==> config.mk <==
export PLATFORM = sky130hd
export DESIGN_NAME = rgb_to_packed_yuv422_flat
export DESIGN_NICKNAME = d
export VERILOG_FILES = /design/src/rtl/core/rgbyuv_pkg.sv /design/src/rtl/core/rgbyuv_ifs.sv /design/src/rtl/core/rgb_to_packed_yuv422.sv /design/src/flat_wrapper.sv
export VERILOG_INCLUDE_DIRS = /design/src /design/src/rtl/core
export SDC_FILE = /design/constraint.sdc
export NUM_CORES = 1
export LEC_CHECK = 0
export BUFFER_PORTS_ARGS = -buffer_cell sky130_fd_sc_hd__buf_4
export CAP_MARGIN = 10
export CORE_MARGIN = 4
export CORE_UTILIZATION = 43
export DETAILED_ROUTE_END_ITERATION = 6
export GPL_TIMING_DRIVEN = 0
export PLACE_DENSITY = 0.68
export SKIP_LAST_GASP = 1
export SLEW_MARGIN = 0
export SYNTH_ARGS = -nofsm -noshare
export SYNTH_HDL_FRONTEND = slang
export SYNTH_SLANG_ARGS = --single-unit
export TNS_END_PERCENT = 5
==> constraint.sdc <==
create_clock -name i_clk -period 10.6 [get_ports i_clk]
set_input_delay 1.06 -clock i_clk [delete_from_list [all_inputs] [get_ports i_clk]]
set_output_delay 1.06 -clock i_clk [all_outputs]
set_load 0.01 [all_outputs]
==> src/rtl/core/rgb_to_packed_yuv422_defines.svh <==
// assertion macros shared by the rgb to packed yuv 4:2:2 converter
`ifndef RGB_TO_PACKED_YUV422_DEFINES_SVH
`define RGB_TO_PACKED_YUV422_DEFINES_SVH

// same-cycle implication, checked on i_clk, off while i_rst_n is low
`define RGBYUV_ASSERT_IMP(lbl, ante, cons) \
    lbl: assert property (@(posedge i_clk) disable iff (!i_rst_n) (ante) |-> (cons)) \
        else $error("rgbyuv check failed");

// next-cycle implication, checked on i_clk, off while i_rst_n is low
`define RGBYUV_ASSERT_NXT(lbl, ante, cons) \
    lbl: assert property (@(posedge i_clk) disable iff (!i_rst_n) (ante) |=> (cons)) \
        else $error("rgbyuv check failed");

`endif

==> src/rtl/core/rgbyuv_pkg.sv <==
// types, constants and pixel math for the rgb to packed yuv 4:2:2 converter
package rgbyuv_pkg;

    localparam int PIXEL_W = 32;
    localparam int WORD_W  = 32;
    localparam int C565_W  = 16;
    localparam int Q_SHIFT = 16;
    localparam int ACC_W   = 27;

    typedef logic signed [ACC_W-1:0] t_acc;
    typedef logic [PIXEL_W-1:0]      t_pixel;
    typedef logic [WORD_W-1:0]       t_word;
    typedef logic [C565_W-1:0]       t_c565;

    // register indexes
    localparam logic [0:0] REG_SOURCE_FORMAT = 1'b0;
    localparam logic [0:0] REG_BYTE_ORDER    = 1'b1;

    // register codes
    localparam logic FMT_RGB565   = 1'b0;
    localparam logic FMT_ARGB8888 = 1'b1;
    localparam logic ORDER_YUY2   = 1'b0;
    localparam logic ORDER_UYVY   = 1'b1;

    // bt.601 studio range, q16
    localparam t_acc KY_R = 27'sd16843;
    localparam t_acc KY_G = 27'sd33030;
    localparam t_acc KY_B = 27'sd6423;
    localparam t_acc KU_R = -27'sd9699;
    localparam t_acc KU_G = -27'sd19071;
    localparam t_acc KU_B = 27'sd28770;
    localparam t_acc KV_R = 27'sd28770;
    localparam t_acc KV_G = -27'sd24117;
    localparam t_acc KV_B = -27'sd4653;
    localparam t_acc Y_OFFSET = 27'sd1048576;  // 16 << 16
    localparam t_acc C_OFFSET = 27'sd8388608;  // 128 << 16

    localparam logic [15:0] MASK_R565 = 16'hf800;
    localparam logic [15:0] MASK_G565 = 16'h07e0;

    // argb8888 keeps the top 5/6/5 bits of r/g/b
    function automatic t_c565 to_c565(input logic fmt, input t_pixel p);
        t_c565 res;
        case (fmt)
            FMT_ARGB8888: res = (p[23:8] & MASK_R565) | (p[20:5] & MASK_G565)
                                | {11'd0, p[7:3]};
            default:      res = p[15:0];
        endcase
        return res;
    endfunction

    function automatic t_acc widen(input logic [7:0] ch);
        return $signed({{(ACC_W-8){1'b0}}, ch});
    endfunction

    function automatic t_acc mac3(input logic [7:0] r, input logic [7:0] g,
                                  input logic [7:0] b, input t_acc kr,
                                  input t_acc kg, input t_acc kb, input t_acc off);
        return widen(r) * kr + widen(g) * kg + widen(b) * kb + off;
    endfunction

    function automatic logic [7:0] clamp_q16(input t_acc acc);
        logic [7:0] res;
        if (acc < 0) begin
            res = 8'd0;
        end else if (acc[ACC_W-2:Q_SHIFT+8] != '0) begin
            res = 8'hff;
        end else begin
            res = acc[Q_SHIFT+7:Q_SHIFT];
        end
        return res;
    endfunction

endpackage

==> src/rtl/core/rgbyuv_ifs.sv <==
// valid/ready channels for source pixels and packed yuv words
interface rgbyuv_in_if import rgbyuv_pkg::*; ();
    logic   valid;
    logic   ready;
    t_pixel pixel;
    logic   row_end;
    logic   frame_end;

    modport source(output valid, pixel, row_end, frame_end, input ready);
    modport sink(input valid, pixel, row_end, frame_end, output ready);
endinterface

interface rgbyuv_out_if import rgbyuv_pkg::*; ();
    logic  valid;
    logic  ready;
    t_word packed_word;
    logic  row_end_out;
    logic  frame_end_out;

    modport source(output valid, packed_word, row_end_out, frame_end_out, input ready);
    modport sink(input valid, packed_word, row_end_out, frame_end_out, output ready);
endinterface

==> src/rtl/core/rgb_to_packed_yuv422.sv <==
// top level: rgb565 / argb8888 pixel to one packed yuy2 or uyvy word
//
// Each source word on i_pix becomes one 32-bit 4:2:2 word on o_yuv holding
// Y twice plus U and V (2x horizontal output), with row_end and frame_end
// carried alongside. The pixel is first brought to rgb565 (argb8888 keeps the
// top 5/6/5 bits), each channel widened to 8 bits by bit replication, then
// converted with q16 bt.601 studio-range coefficients, truncated and clamped
// to 0..255. Throughput is one word per clock while neither side stalls;
// words pass the input register, the conversion math and the result
// register in turn. Either side may stall at any time; an empty input stage
// takes a word while a finished result waits. The user writes source_format
// (byte 0x0) and byte_order (byte 0x4) over the apb port only while the block
// is idle, which it does not enforce; only bit 0 of each counts and reads return the stored bit.
`include "rgb_to_packed_yuv422_defines.svh"

module rgb_to_packed_yuv422 import rgbyuv_pkg::*; (
    input  logic        i_clk,
    input  logic        i_rst_n,
    rgbyuv_in_if.sink   i_pix,
    rgbyuv_out_if.source o_yuv,
    input  logic        psel,
    input  logic        penable,
    input  logic        pwrite,
    input  logic [2:0]  paddr,
    input  logic [31:0] pwdata,
    output logic [31:0] prdata,
    output logic        pready
);

    // configuration registers
    logic r_source_format;
    logic r_byte_order;

    // input stage: pixel already reduced to rgb565
    logic  r_s1_valid;
    t_c565 r_s1_c565;
    logic  r_s1_row_end;
    logic  r_s1_frame_end;
    t_c565 n_s1_c565;

    // result stage
    logic  r_out_valid;
    t_word r_out_word;
    logic  r_out_row_end;
    logic  r_out_frame_end;
    t_word n_out_word;

    logic       out_load;
    logic       s1_move;
    logic       in_accept;
    logic       cfg_write;
    logic [0:0] cfg_idx;

    logic [7:0] ch_r;
    logic [7:0] ch_g;
    logic [7:0] ch_b;
    logic [7:0] y_val;
    logic [7:0] u_val;
    logic [7:0] v_val;

    // ---------------- apb config ----------------
    assign pready    = 1'b1;
    assign cfg_write = psel && penable && pwrite && pready;
    assign cfg_idx   = paddr[2:2];

    always_ff @(posedge i_clk) begin
        if (!i_rst_n) begin
            r_source_format <= FMT_RGB565;
            r_byte_order    <= ORDER_YUY2;
        end else if (cfg_write) begin
            case (cfg_idx)
                REG_SOURCE_FORMAT: r_source_format <= pwdata[0];
                REG_BYTE_ORDER:    r_byte_order    <= pwdata[0];
                default: ;
            endcase
        end
    end

    always_comb begin
        case (cfg_idx)
            REG_SOURCE_FORMAT: prdata = {31'd0, r_source_format};
            REG_BYTE_ORDER:    prdata = {31'd0, r_byte_order};
            default:           prdata = 32'd0;
        endcase
    end

    // ---------------- handshake ----------------
    // result register frees up when empty or being taken; input stage moves
    // whenever it holds a word and the result register can load
    assign out_load    = !r_out_valid || o_yuv.ready;
    assign s1_move     = r_s1_valid && out_load;
    assign i_pix.ready = !r_s1_valid || out_load;
    assign in_accept   = i_pix.valid && i_pix.ready;

    // ---------------- input stage ----------------
    assign n_s1_c565 = to_c565(r_source_format, i_pix.pixel);

    always_ff @(posedge i_clk) begin
        if (!i_rst_n) begin
            r_s1_valid <= 1'b0;
        end else if (i_pix.ready) begin
            r_s1_valid <= i_pix.valid;
        end
    end

    always_ff @(posedge i_clk) begin
        if (in_accept) begin
            r_s1_c565      <= n_s1_c565;
            r_s1_row_end   <= i_pix.row_end;
            r_s1_frame_end <= i_pix.frame_end;
        end
    end

    // ---------------- color conversion ----------------
    // bit replication to 8 bits per channel
    assign ch_r = {r_s1_c565[15:11], r_s1_c565[15:13]};
    assign ch_g = {r_s1_c565[10:5],  r_s1_c565[10:9]};
    assign ch_b = {r_s1_c565[4:0],   r_s1_c565[4:2]};

    assign y_val = clamp_q16(mac3(ch_r, ch_g, ch_b, KY_R, KY_G, KY_B, Y_OFFSET));
    assign u_val = clamp_q16(mac3(ch_r, ch_g, ch_b, KU_R, KU_G, KU_B, C_OFFSET));
    assign v_val = clamp_q16(mac3(ch_r, ch_g, ch_b, KV_R, KV_G, KV_B, C_OFFSET));

    // first byte in bits 7:0
    always_comb begin
        case (r_byte_order)
            ORDER_UYVY: n_out_word = {y_val, v_val, y_val, u_val};
            default:    n_out_word = {v_val, y_val, u_val, y_val};
        endcase
    end

    // ---------------- result stage ----------------
    always_ff @(posedge i_clk) begin
        if (!i_rst_n) begin
            r_out_valid <= 1'b0;
        end else if (out_load) begin
            r_out_valid <= r_s1_valid;
        end
    end

    always_ff @(posedge i_clk) begin
        if (s1_move) begin
            r_out_word      <= n_out_word;
            r_out_row_end   <= r_s1_row_end;
            r_out_frame_end <= r_s1_frame_end;
        end
    end

    assign o_yuv.valid         = r_out_valid;
    assign o_yuv.packed_word   = r_out_word;
    assign o_yuv.row_end_out   = r_out_row_end;
    assign o_yuv.frame_end_out = r_out_frame_end;

    // ---------------- checks ----------------
    // an accepted pixel lands in the input stage
    `RGBYUV_ASSERT_NXT(a_accept_fills_s1, in_accept, r_s1_valid)
    // a stalled input stage keeps its word when the result stays blocked
    `RGBYUV_ASSERT_NXT(a_s1_held, r_s1_valid && r_out_valid && !o_yuv.ready, r_s1_valid)
    // input back-pressure only when both stages are full
    `RGBYUV_ASSERT_IMP(a_ready_low_full, !i_pix.ready, r_s1_valid && r_out_valid)
    // every result word carries y twice in one of the two orders
    `RGBYUV_ASSERT_IMP(a_y_twice, r_out_valid,
        r_out_word[7:0] == r_out_word[23:16] || r_out_word[15:8] == r_out_word[31:24])

endmodule

==> src/flat_wrapper.sv <==
// flat-port wrapper written by rule: the top's interface ports become plain ports
module rgb_to_packed_yuv422_flat import rgbyuv_pkg::*;
  (i_clk, i_rst_n, psel, penable, pwrite, paddr, pwdata, prdata, pready, i_pix_valid, i_pix_pixel, i_pix_row_end, i_pix_frame_end, i_pix_ready, o_yuv_valid, o_yuv_packed_word, o_yuv_row_end_out, o_yuv_frame_end_out, o_yuv_ready);
  rgbyuv_in_if i_pix_i ();
  rgbyuv_out_if o_yuv_i ();
  input  logic i_clk;
  input  logic i_rst_n;
  input  logic psel;
  input  logic penable;
  input  logic pwrite;
  input  logic [2:0] paddr;
  input  logic [31:0] pwdata;
  output logic [31:0] prdata;
  output logic pready;
  input wire logic [$bits(i_pix_i.valid)-1:0] i_pix_valid;
  input wire logic [$bits(i_pix_i.pixel)-1:0] i_pix_pixel;
  input wire logic [$bits(i_pix_i.row_end)-1:0] i_pix_row_end;
  input wire logic [$bits(i_pix_i.frame_end)-1:0] i_pix_frame_end;
  output wire logic [$bits(i_pix_i.ready)-1:0] i_pix_ready;
  output wire logic [$bits(o_yuv_i.valid)-1:0] o_yuv_valid;
  output wire logic [$bits(o_yuv_i.packed_word)-1:0] o_yuv_packed_word;
  output wire logic [$bits(o_yuv_i.row_end_out)-1:0] o_yuv_row_end_out;
  output wire logic [$bits(o_yuv_i.frame_end_out)-1:0] o_yuv_frame_end_out;
  input wire logic [$bits(o_yuv_i.ready)-1:0] o_yuv_ready;
  assign i_pix_i.valid = i_pix_valid;
  assign i_pix_i.pixel = i_pix_pixel;
  assign i_pix_i.row_end = i_pix_row_end;
  assign i_pix_i.frame_end = i_pix_frame_end;
  assign i_pix_ready = i_pix_i.ready;
  assign o_yuv_valid = o_yuv_i.valid;
  assign o_yuv_packed_word = o_yuv_i.packed_word;
  assign o_yuv_row_end_out = o_yuv_i.row_end_out;
  assign o_yuv_frame_end_out = o_yuv_i.frame_end_out;
  assign o_yuv_i.ready = o_yuv_ready;
  rgb_to_packed_yuv422 u_core (.i_clk(i_clk), .i_rst_n(i_rst_n), .i_pix(i_pix_i), .o_yuv(o_yuv_i), .psel(psel), .penable(penable), .pwrite(pwrite), .paddr(paddr), .pwdata(pwdata), .prdata(prdata), .pready(pready));
endmodule
==> metrics.txt <==
# TYPE chip_impl_metric gauge
chip_impl_info{name="cp_top_family",value="adder cells"} 1
chip_impl_info{name="worst_setup_path_start_kind",value="flip-flop"} 1
chip_impl_metric{name="overflow",unit=""} 0
chip_impl_metric{name="placeableCoreArea",unit="sq um"} 49100
chip_impl_metric{name="syn-cell-area",unit="sq um"} 21400
chip_impl_info{name="synth.area.top_cells",value="sky130_fd_sc_hd__ha_1 28%, sky130_fd_sc_hd__fa_1 24%, sky130_fd_sc_hd__inv_1 8.3%"} 1
chip_impl_metric{name="first_global_vias",unit=""} 17060
chip_impl_metric{name="cts.sinks",unit=""} 56
chip_impl_metric{name="fin_skew",unit="ns"} 0.0286
chip_impl_info{name="hold_path.class",value="flip-flop to flip-flop"} 1
chip_impl_metric{name="post_synth_fa_ha_maj_area_fraction",unit="%"} 52.1
chip_impl_metric{name="worst_ep_required_time",unit="ns"} 10.67
chip_impl_metric{name="reg2reg_depth",unit=""} 26
chip_impl_metric{name="final_period_util",unit="%"} 90.5
chip_impl_metric{name="setup_viol",unit=""} 0
chip_impl_metric{name="drv_slew",unit=""} 0
chip_impl_metric{name="multi_input_area",unit="sq um"} 17800
chip_impl_info{name="main_combinational_cell_family_by_area_after_synthesis",value="adder cells"} 1
chip_impl_metric{name="antenna-diode-count",unit=""} 0
chip_impl_metric{name="synth_edf_count",unit=""} 52
chip_impl_metric{name="tns",unit="ns"} 0
chip_impl_metric{name="globalRouteMet2Util",unit="%"} 36.4
chip_impl_metric{name="grt_use_met1",unit="%"} 29.9
chip_impl_metric{name="route.detailed.wl_per_inst",unit="um"} 19.0
chip_impl_metric{name="timing.hold.worst_path_depth",unit=""} 0
chip_impl_metric{name="synth.lib_cells_used.distinct",unit=""} 88
chip_impl_metric{name="floorplan.initialDensity",unit="%"} 43.7
chip_impl_metric{name="ys_ff_latch",unit=""} 56
chip_impl_metric{name="muxShareOfSynthArea",unit="%"} 1.28
chip_impl_info{name="postSynth.topFlopCell",value="sky130_fd_sc_hd__edfxtp_1"} 1
chip_impl_metric{name="postRouteAntennaNets",unit=""} 0
chip_impl_metric{name="gr-usage-all-layers",unit="%"} 21.9
chip_impl_metric{name="htree_levels",unit=""} 2
chip_impl_info{name="path_class",value="flip-flop to flip-flop"} 1
chip_impl_info{name="ctsRootBufferMaster",value="sky130_fd_sc_hd__clkbuf_16"} 1
chip_impl_metric{name="cts_post_setup_buffers_inserted",unit=""} 0
chip_impl_metric{name="worst_setup_hold_path_clk_slew",unit="ns"} 0.08
chip_impl_metric{name="timing.fmax",unit="MHz"} 104
chip_impl_info{name="tritoncts",value="done"} 1
chip_impl_metric{name="drt_iter0_markers",unit=""} 947
chip_impl_metric{name="antenna_found_initial",unit=""} 0
chip_impl_metric{name="yosys_warnings",unit=""} 0
chip_impl_metric{name="share_of_the_synthesized_area_in_compound_gates_ao_oa_aoi_oai",unit="%"} 13.2
chip_impl_metric{name="pin_count_of_the_biggest_net_entering_global_routing",unit=""} 35
chip_impl_metric{name="dr_total_vias",unit=""} 16491
chip_impl_info{name="timing.critical_path.slowest_stage_cell",value="sky130_fd_sc_hd__edfxtp_1"} 1
chip_impl_metric{name="floorplan.rows",unit=""} 81
chip_impl_metric{name="clock_latency",unit="ns"} 0.34
chip_impl_metric{name="synth_xor_area_share",unit="%"} 7.43
chip_impl_metric{name="cts-root-to-sink-buffers",unit=""} 2
chip_impl_metric{name="die_area",unit="sq um"} 53500
chip_impl_metric{name="route.detailed.vias_per_inst",unit=""} 5.38
chip_impl_info{name="synthDominantAreaCellType",value="sky130_fd_sc_hd__ha_1"} 1
chip_impl_metric{name="die_w",unit="um"} 231
chip_impl_metric{name="finish.net_count",unit=""} 3217
chip_impl_metric{name="critical_path_arrival",unit="ns"} 9.66
chip_impl_info{name="critPathCaptureType",value="flip-flop"} 1
chip_impl_metric{name="route.final.wire_length",unit="um"} 58300
chip_impl_info{name="layout_common_cells",value="483 x sky130_fd_sc_hd__ha_1, 476 x sky130_fd_sc_hd__inv_1, 256 x sky130_fd_sc_hd__fa_1"} 1
chip_impl_metric{name="drtPass1Iterations",unit=""} 6
chip_impl_metric{name="path_max_fanout",unit=""} 19
chip_impl_metric{name="maxCapViolCount",unit=""} 0
chip_impl_info{name="layout.cells.most_common",value="sky130_fd_sc_hd__ha_1"} 1
chip_impl_metric{name="met3_usage",unit="%"} 2.91
chip_impl_metric{name="final_period_minus_worst_setup_slack",unit="ns"} 9.59
chip_impl_metric{name="post_synthesis_cell_count",unit=""} 2297
chip_impl_metric{name="synth_top_area_share",unit="%"} 28.2
chip_impl_metric{name="timing_worst_slew_pin_value",unit="ns"} 1.23
chip_impl_metric{name="dp_hpwl",unit="um"} 51400
chip_impl_metric{name="layout.area.seq",unit="sq um"} 1640
chip_impl_info{name="rsz0062_at_grt",value="no"} 1
chip_impl_metric{name="async_flop_share",unit="%"} 0
chip_impl_metric{name="syn_to_final_growth",unit="%"} 7.53
chip_impl_metric{name="synth-seq-area-share",unit="%"} 7.66
chip_impl_metric{name="num-fill-cells",unit=""} 4695
chip_impl_metric{name="cts_resized",unit=""} 0
chip_impl_metric{name="hold_violations",unit=""} 0
chip_impl_metric{name="critPathMaxStageDelay",unit="ns"} 1.03
chip_impl_metric{name="ioPinCount",unit=""} 145
chip_impl_metric{name="cts_hold_repair.buffers",unit=""} 0
chip_impl_metric{name="post_route_cells_drive_above_1_share",unit="%"} 7.53
chip_impl_metric{name="max_slew_margin",unit="%"} 18.1
chip_impl_metric{name="critical_path_cell_count",unit=""} 26
chip_impl_metric{name="final_routed_drc_violation_total",unit=""} 0
chip_impl_info{name="globalRoute.busiestLayer",value="met2"} 1
chip_impl_metric{name="tritoncts_buffers",unit=""} 5
chip_impl_info{name="outcome",value="complete, no violations"} 1
chip_impl_metric{name="synth_simple_gate_area_share",unit="%"} 8.41
chip_impl_metric{name="post_synth.cell_area_avg",unit="sq um"} 9.33
chip_impl_metric{name="port_buffers",unit=""} 68
chip_impl_metric{name="path_buf_inv",unit=""} 4
chip_impl_metric{name="gpl.final_weighted_congestion",unit=""} 0.984
chip_impl_metric{name="grt_pass1_wl",unit="um"} 92000
chip_impl_info{name="crit_path_frequent_cell",value="sky130_fd_sc_hd__ha_1"} 1
chip_impl_metric{name="die_height",unit="um"} 231
[layout make-up]
cell class	instances	area share [%]
clock buffer	5	0.543
tap	664	3.61
multi-input combinational	1749	77.3
sequential	56	7.12
inverter	476	7.75
clock inverter	3	0.119
timing repair buffer	68	2.22
buffer	46	1.36
[per-stage QoR]
| stage | instance area [sq um] | setup WS [ns] | instances | hold slack [ns] | utilization, % |
|---|---|---|---|---|---|
| 6_report | 23000 | 1.01 | 3067 | 0.428 | 47.0 |
| 5_1_grt | 23000 | 0.619 | 3067 | 0.451 | 47.0 |
| 4_1_cts | 23000 | 0.999 | 3067 | 0.434 | 47.0 |
| 3_5_place_dp | 22900 | 1.05 | 3059 | 0.411 | 46.7 |
| 3_3_place_gp | 22900 | 1.11 | 3059 | 0.403 | 46.6 |
| 2_1_floorplan | 21500 | 2.80 | 2327 | 0.400 | - |
[worst register-to-register path, delay by kind of cell (launching register included)]
family / cells / cell delay [ns]
flops: 1 / 1.03
xor+xnor: 2 / 0.80
fa+ha+maj: 8 / 3.65
compound gates: 11 / 2.87
simple gates: 1 / 0.14
buf+inv: 4 / 0.83
[synth_stat cells (7+ instances only)]
master                       n
sky130_fd_sc_hd__xnor2_1   136
sky130_fd_sc_hd__a211o_1     7
sky130_fd_sc_hd__edfxtp_1   52
sky130_fd_sc_hd__nor2_1     99
sky130_fd_sc_hd__a41oi_1    10
sky130_fd_sc_hd__o21a_1     12
sky130_fd_sc_hd__and2_1     11
sky130_fd_sc_hd__o21ai_0    49
sky130_fd_sc_hd__a31oi_1    22
sky130_fd_sc_hd__nand2_1    72
sky130_fd_sc_hd__mux2i_1     7
sky130_fd_sc_hd__ha_1      483
sky130_fd_sc_hd__inv_1     476
sky130_fd_sc_hd__mux2_2     17
sky130_fd_sc_hd__nand2b_1   16
sky130_fd_sc_hd__a21oi_1   112
sky130_fd_sc_hd__nand4_1    10
sky130_fd_sc_hd__or3_1      17
sky130_fd_sc_hd__or2_2       8
sky130_fd_sc_hd__nand3_1    36
sky130_fd_sc_hd__a21oi_2     8
sky130_fd_sc_hd__clkbuf_1    9
sky130_fd_sc_hd__o21ai_1    13
sky130_fd_sc_hd__a31o_2      9
sky130_fd_sc_hd__nor2b_1    16
sky130_fd_sc_hd__nor3_1     35
sky130_fd_sc_hd__a21o_1     42
sky130_fd_sc_hd__o21bai_1   32
sky130_fd_sc_hd__and3_1     23
sky130_fd_sc_hd__buf_4      33
sky130_fd_sc_hd__fa_1      256
sky130_fd_sc_hd__xor2_1     44
sky130_fd_sc_hd__a211oi_1   13
[layer usage]
layer	part of all wire, %	up-vias
li1	-	7886
met1	45	8065
met2	46	453
met3	5.6	87
met4	3.2	0
met5	0	-
[sequential cells by signal, summed over array words and instances, names as in the netlist]
| signal | count |
|---|---|
| u_core.r_byte_order | 1 |
| u_core.r_s1_c565 | 16 |
| u_core.o_yuv.row_end_out | 1 |
| u_core.r_s1_valid | 1 |
| u_core.r_s1_frame_end | 1 |
| u_core.o_yuv.valid | 1 |
| u_core.r_source_format | 1 |
| u_core.r_s1_row_end | 1 |
| u_core.o_yuv.packed_word | 32 |
| u_core.o_yuv.frame_end_out | 1 |
[final timing paths]
kind | start | slack [ns] | to
min reg2reg | u_core.r_s1_frame_end$_DFFE_PP_ | 0.43 | u_core.o_yuv.frame_end_out$_DFFE_PP_
max reg2reg | u_core.r_s1_c565[3]$_DFFE_PP_ | 1.01 | u_core.o_yuv.packed_word[3]$_DFFE_PP_
min | u_core.r_s1_frame_end$_DFFE_PP_ | 0.43 | u_core.o_yuv.frame_end_out$_DFFE_PP_
max | u_core.r_s1_c565[3]$_DFFE_PP_ | 1.01 | u_core.o_yuv.packed_word[3]$_DFFE_PP_
[kinds of logic after synthesis]
| family | Yosys count |
|---|---|
| AO/OA/AOI/OAI | 408 |
| flip-flops | 56 |
| XOR/XNOR | 181 |
| adder cells (fa/ha/maj) | 739 |
| buffers and inverters | 522 |
| other | 2 |
| multiplexers | 25 |
| AND/OR/NAND/NOR | 364 |
Power is left out: the tool's default activity adds up to more than one toggle a clock period on the data nets, which glitch-free logic cannot reach.
